`src/rtl/swmm_pkg.sv`:
```
// shared types and constants for the sliding window min/max block
package swmm_pkg;

	localparam int DATA_W         = 32;
	localparam int CFG_W          = 7;
	localparam int WINDOW_MAX_DEF = 64;

	// running minimum and maximum held by one cell
	typedef struct packed {
		logic signed [DATA_W-1:0] lo;
		logic signed [DATA_W-1:0] hi;
	} cell_data_t;

	// per-cell control from the top level
	typedef struct packed {
		logic load;
		logic last;
	} cell_ctrl_t;

endpackage

```
`src/rtl/swmm_cell.sv`:
```
// one cell of the min/max chain: folds the new sample into its right neighbor's extremes
module swmm_cell (
	input  logic                              clk,
	input  swmm_pkg::cell_ctrl_t              ctrl,
	input  logic signed [swmm_pkg::DATA_W-1:0] sample,
	input  swmm_pkg::cell_data_t              right,
	output swmm_pkg::cell_data_t              value
);
	import swmm_pkg::*;

	cell_data_t data_q;
	cell_data_t next;

	// the last cell of the window starts a fresh run with the sample alone
	always_comb begin
		if (ctrl.last) begin
			next.lo = sample;
			next.hi = sample;
		end else begin
			next.lo = (sample < right.lo) ? sample : right.lo;
			next.hi = (sample > right.hi) ? sample : right.hi;
		end
	end

	always_ff @(posedge clk) begin
		if (ctrl.load) begin
			data_q <= next;
		end
	end

	assign value = data_q;

endmodule

```
`config.mk`:
```
export PLATFORM = sky130hd
export DESIGN_NAME = swmm_cell
export DESIGN_NICKNAME = d
export VERILOG_FILES = /design/src/rtl/swmm_pkg.sv /design/src/rtl/swmm_cell.sv
export SDC_FILE = /design/constraint.sdc
export NUM_CORES = 1
export LEC_CHECK = 0
export ABC_AREA = 1
export BUFFER_PORTS_ARGS = -buffer_cell sky130_fd_sc_hd__buf_2
export CORE_MARGIN = 5
export CORE_UTILIZATION = 49
export DETAILED_ROUTE_END_ITERATION = 12
export PLACE_DENSITY = 0.78
export RECOVER_POWER = 50
export SKIP_LAST_GASP = 1
export SLEW_MARGIN = 20
export SYNTH_ARGS = -nofsm -noshare
export SYNTH_HDL_FRONTEND = slang
export SYNTH_SLANG_ARGS = --single-unit
```
`constraint.sdc`:
```
create_clock -name clk -period 1.9 [get_ports clk]
set_input_delay 0.095 -clock clk [delete_from_list [all_inputs] [get_ports clk]]
set_output_delay 0.095 -clock clk [all_outputs]
set_load 0.05 [all_outputs]
```
Yosys cells after proc, flatten, opt, wreduce, memory -nomap -nowiden
Index checks and enable logic that the tools add are counted.

word-level totals
  register bits = 64
  bits of input ports = 99
  word-level logic and storage cells = 7

cells by class
  order comparisons = 2
  mux-type cells = 3

operators by type and width
  kind                         number
  32-bit two-way mux           2
  64-bit two-way mux           1
  32-bit > comparator          1
  32-bit less-than comparator  1

Longest topological paths before layout
Gate-level depths: netlist (run 1).

  depth in word-level cells = 3
  gate-level depth with buffers = 19
  depth with buffers taken out = 18

Worst setup path after synthesis (run 1)
OpenSTA, ideal clock, no wires.

  path kind = input to register
  from = input port right[55] in the netlist's numbering
  to = register data_q, in the netlist value[33] (data pin)
  setup time = 253 ps
  arrival = 1464 ps
  required time = 1647 ps
  path slack = 183 ps
  cell stages on the path = 13
  path buffers = 1
  path through = inv_1 ha_1 nand2_1 nor2_1 nor2_1 nand3_1 a21oi_1 nand2_1 nand2_2 nand3_4 buf_8 nand2_2 nand2_1

RTL lines
  what                  RTL line         RTL
  start, declared       swmm_cell.sv:6   input swmm_pkg::cell_data_t right,
  end signal, assigned  swmm_cell.sv:27  data_q <= next;
  end, declared         swmm_cell.sv:11  cell_data_t data_q;

==> flow_metrics.env, run 1 <==
export IMPL_core_area_um2=9280
export IMPL_ios=163
export IMPL_fill_cells=820
export IMPL_die_width_um=108
export IMPL_max_stage_delay_ns=0.30
export IMPL_post_route_period_util_pct=94.8
export IMPL_cp_required_ns=1.98
export IMPL_fmax_mhz=555
export IMPL_mostFrequentLayoutCells="nand2_1 (168), buf_2 (131), inv_1 (77)"
export IMPL_ys_ff_latch=64
export IMPL_firstDrtPassIters=5
export IMPL_track_usage_pct=22.8
export IMPL_initial_utilization_pct=50.7
export IMPL_powerDensity_nw_per_um2=782
export IMPL_endpoint_kind="flip-flop"
export IMPL_yosysWarningCount=0
export IMPL_crit_arrival_ns=1.88
export IMPL_cap_violations=1
export IMPL_slew_headroom_pct=-9.79
export IMPL_yosysTopAreaCell="edfxtp_1"
export IMPL_grt_pass1_vias=4513
export IMPL_crit_slowest_cell="ha_1"
export IMPL_cts_tree="built"
export IMPL_ctsHtreeMaxLevel=3
export IMPL_final_layout_size_suffix_gt1_share_pct=28.2
export IMPL_critPathLaunchType="primary input"
export IMPL_path_delay_family="simple AND/OR/NAND/NOR gates"
export IMPL_cts_sink_count=64
export IMPL_cts_buffers_inserted=9
export IMPL_synth_top_area_share_pct=40.8
export IMPL_grt_overflow_total=0
export IMPL_cpMostUsedCell="nand2_1"
export IMPL_viasPerCell=5.20
export IMPL_p_leak_uw=0.00318
export IMPL_finalHoldViolCount=0
export IMPL_violations="max-capacitance violations, max-slew violations"
export IMPL_postCtsSetupBuffers=0
export IMPL_routed_wl_mm=13.2
export IMPL_ant_nets=0
export IMPL_hold_path_class="in -> reg"
export IMPL_layout_commonest_cell="nand2_1"
export IMPL_antenna_found_initial=0
export IMPL_num_antenna_cells=0
export IMPL_place_area_um2=5820
export IMPL_crit_chain="buf_2 -> ha_1 -> a21oi_1 -> o21ai_0 -> nand2_1 -> nand2_1 -> nor2_1 -> nand2_1 -> nand2_1 -> nand3_4 -> buf_12 -> nand3_1 -> nand2_1"
export IMPL_vdd_ir_drop_max_mv=0.388
export IMPL_clock_root_buffer="clkbuf_8"
export IMPL_setup_tns_final_ns=0
export IMPL_worst_pin_slew_ns=1.65
export IMPL_grt_max_degree=65
export IMPL_syn_inst=557
export IMPL_path_clk_slew_ns=0.08
export IMPL_final_cells=873
export IMPL_crit_buf_inv=2
export IMPL_vias=4538
export IMPL_post_dp_hpwl_mm=10.0
export IMPL_rsz0062_at_grt="false"
export IMPL_grt_pass1_wl_mm=20.8
export IMPL_cts_buffer_depth=2
export IMPL_post_place_cells=859
export IMPL_min_period_ns=1.80
export IMPL_die_area_um2=11700
export IMPL_drc=0
export IMPL_gp_congestion=0.839
export IMPL_min_from="right[6]"
export IMPL_seq_area_frac_synth_pct=40.8
export IMPL_ys_types=24
export IMPL_synth_net_count=719
export IMPL_wl_per_cell_um=15.1
export IMPL_path_max_fanout=32
export IMPL_largest_reg_flops=64
export IMPL_drt_iter0_drc=245
export IMPL_report_final_slew_viol_count=65
export IMPL_setup_viol=0
export IMPL_syn_area_per_cell_um2=8.45
export IMPL_syn_cell_area_um2=4710
export IMPL_fp_dieH_um=108
export IMPL_worstSetupStartpoint="sample[27]"
export IMPL_rows=35
export IMPL_area_growth_pct=26.5
export IMPL_status="finished, violations left"
export IMPL_layout_nets=903
export IMPL_critPathKind="in -> reg"
export IMPL_synth_area_leaders="edfxtp_1 (41%), ha_1 (17%), nand2_1 (13%)"
export IMPL_port_buffers=162
export IMPL_fin_area_um2=5950
[timing repair]
action | CTS | global route
endpoints found under the hold margin | 0 | 0
setup endpoints to repair | 0 | 34
hold buffers | 0 | 0
gates resized for setup | 0 | 4
[stage by stage]
stage | util [%] | hold WS, ns | power [uW] | setup slack (ns)
final | 64.1 | 0.0686 | 4650 | 0.0994
after global routing | 64.1 | 0.0683 | 4910 | 0.00105
after CTS | 64.5 | 0.0498 | 4680 | 0.0624
after detailed placement | 62.6 | 0.408 | 3580 | -0.287
after global placement | 62.6 | 0.410 | 3530 | -0.198
after floorplan | - | 0.207 | 3030 | 0.183
[layout make-up]
class	count	area (um^2)	area share, %
Clock buffer	9	124	2.08
Clock inverter	5	50.0	0.841
Inverter	79	297	4.98
Multi-Input combinational cell	392	2360	39.6
Sequential cell	64	1920	32.3
Tap cell	129	161	2.71
Timing Repair Buffer	195	1040	17.5
[Yosys cell counts (all sizes together)]
library cell    n
nand3          40
o21ai           6
nand2         192
a21oi          28
clkbuf          5
nand4          38
buf            17
o21a            2
nor2           19
inv            79
nor4            1
ha             63
edfxtp         64
nor3            2
a21o            1
[per-layer routing]
layer,part of all wire (%),global-route usage [%],up-vias
met5,0,0,-
met1,40,28.9,2092
met4,2.0,9.65,0
li1,-,-,2238
met2,50,38.8,187
met3,7.4,3.70,21
[final timing paths]
path                        end  cells after the start  slack, ns
worst min-delay path   value[6]                      3       0.07
worst max-delay path  value[19]                     13        0.1
[power by group]
group          internal [uW]  total [uW]  switching [uW]
Clock                    581        1110             530
Sequential              1770        1810            46.8
Combinational            483        1730            1250
Total                   2830        4650            1820
[kinds of logic after synthesis]
| logic type | share of synthesized area, % |
|---|---|
| buffers and inverters | 9.46 |
| adders and majority gates | 16.7 |
| DFF | 40.8 |
| and+or+nand+nor | 28.9 |
| AOI/OAI and AO/OA | 4.09 |
Power figures use the tool's default switching activity.
==> inputs of run 2 (changes only) <==
--- a/config.mk
+++ b/config.mk
@@ -10,7 +10,8 @@
 export CORE_MARGIN = 5
 export CORE_UTILIZATION = 49
 export DETAILED_ROUTE_END_ITERATION = 12
-export PLACE_DENSITY = 0.78
+export MAX_ROUTING_LAYER = met4
+export PLACE_DENSITY = 0.74
 export RECOVER_POWER = 50
 export SKIP_LAST_GASP = 1
 export SLEW_MARGIN = 20
==> flow_metrics.env, run 2 (synthesis results as in run 1) <==
export IMPL_report_final_slew_viol_count=65
export IMPL_grt_max_degree=65
export IMPL_ctsHtreeMaxLevel=3
export IMPL_worst_pin_slew_ns=1.65
export IMPL_wl_per_cell_um=14.9
export IMPL_cts_resized_gates=0
export IMPL_initial_utilization_pct=50.7
export IMPL_fp_dieH_um=108
export IMPL_path_clk_slew_ns=0.09
export IMPL_antenna_found_initial=0
export IMPL_area_growth_pct=28.4
export IMPL_crit_chain="buf_2 -> buf_4 -> ha_1 -> nand2_1 -> inv_1 -> nand2_1 -> nand2_1 -> nand2_1 -> a21oi_1 -> nor2_1 -> nand2_1 -> nand2_1 -> nand3_4 -> buf_4 -> nand3_1 -> nand2_1"
export IMPL_fmax_mhz=574
export IMPL_post_dp_hpwl_mm=10.1
export IMPL_use_met2_pct=38.0
export IMPL_drt_iter0_drc=239
export IMPL_grt_overflow_total=0
export IMPL_crit_arrival_ns=1.86
export IMPL_setup_viol=0
export IMPL_crit_slowest_cell="ha_1"
export IMPL_place_area_um2=5870
export IMPL_holdPathStages=3
export IMPL_vdd_ir_drop_max_mv=0.392
export IMPL_die_area_um2=11700
export IMPL_hold_path_class="in -> reg"
export IMPL_p_total_uw=4890
export IMPL_min_from="right[2]"
export IMPL_port_buffers=162
export IMPL_met3_usage_pct=4.60
export IMPL_setup_tns_final_ns=0
export IMPL_cts_sink_count=64
export IMPL_cap_violations=1
export IMPL_grt_pass1_wl_mm=21.0
export IMPL_cts_buffers_inserted=9
export IMPL_critPathLaunchType="primary input"
export IMPL_mostFrequentLayoutCells="nand2_1 (168), buf_2 (130), inv_1 (77)"
export IMPL_path_max_fanout=16
export IMPL_violations="max-capacitance violations, max-slew violations"
export IMPL_met1_usage_pct=29.0
export IMPL_postCtsSetupBuffers=0
export IMPL_ant_nets=0
export IMPL_min_period_ns=1.74
export IMPL_cts_hold_buf=0
export IMPL_max_stage_delay_ns=0.31
export IMPL_cts_tree="built"
export IMPL_layout_commonest_cell="nand2_1"
export IMPL_fin_area_um2=6040
export IMPL_critPathKind="in -> reg"
export IMPL_p_leak_uw=0.00324
export IMPL_post_place_cells=868
export IMPL_gp_congestion=0.862
export IMPL_cts_buffer_depth=2
export IMPL_grt_pass1_vias=4467
export IMPL_hold_worst_slack_ns=0.0472
export IMPL_finalHoldViolCount=0
export IMPL_largest_reg_flops=64
export IMPL_layout_nets=912
export IMPL_ios=163
export IMPL_endpoint_kind="flip-flop"
export IMPL_crit_buf_inv=4
export IMPL_drc=0
export IMPL_powerDensity_nw_per_um2=809
export IMPL_final_layout_size_suffix_gt1_share_pct=28.9
export IMPL_clock_root_buffer="clkbuf_8"
export IMPL_rows=35
export IMPL_status="finished, violations left"
export IMPL_firstDrtPassIters=5
export IMPL_final_cells=884
export IMPL_cpMostUsedCell="nand2_1"
export IMPL_slew_headroom_pct=-9.78
export IMPL_cp_required_ns=2.02
export IMPL_viasPerCell=5.11
export IMPL_busiest_layer="met2"
export IMPL_vias=4519
export IMPL_core_area_um2=9280
export IMPL_post_route_period_util_pct=91.7
export IMPL_routed_wl_mm=13.2
export IMPL_num_antenna_cells=0
export IMPL_track_usage_pct=23.3
export IMPL_rsz0062_at_grt="false"
export IMPL_holdPathEnd="value[2]"
export IMPL_die_width_um=108
export IMPL_path_delay_family="simple AND/OR/NAND/NOR gates"
==> run 2: area by class of cell <==
type	count	area [um^2]
clock inverters	7	95.1
repair buffers	204	1100
multi-input cells	392	2350
well taps	129	161
fillers	853	3240
flip-flops and latches	64	1920
inverters	79	297
clock buffers	9	124
==> run 2: through the flow <==
stage                     setup slack (ns)  util (%)
final                                0.157      65.1
after global routing                0.0232      65.1
after CTS                            0.136      65.6
after detailed placement            -0.216      63.2
after global placement              -0.173      63.2
after floorplan                      0.183         -
==> run 2: worst max path at each step <==
stage                     end       start  cells after the start
detailed placement   value[4]  sample[19]                     15
CTS                 value[18]  sample[19]                     15
floorplan           value[33]   right[55]                     13
finish              value[30]  sample[19]                     16
global route         value[9]  sample[19]                     14
global placement    value[13]  sample[23]                     13
==> run 2: metal layers <==
layer  share of wire [%]  vias to the layer above
met5                   0                        -
met2                  48                      158
met4                 2.7                        0
met3                 6.4                       30
li1                    -                     2256
met1                  43                     2075
==> run 2: power by group <==
part | internal, uW | leakage [uW] | switching [uW] | total [uW]
clock | 741 | 0.000111 | 600 | 1340
sequential | 1770 | 0.000625 | 44.0 | 1810
combinational | 488 | 0.00250 | 1250 | 1740
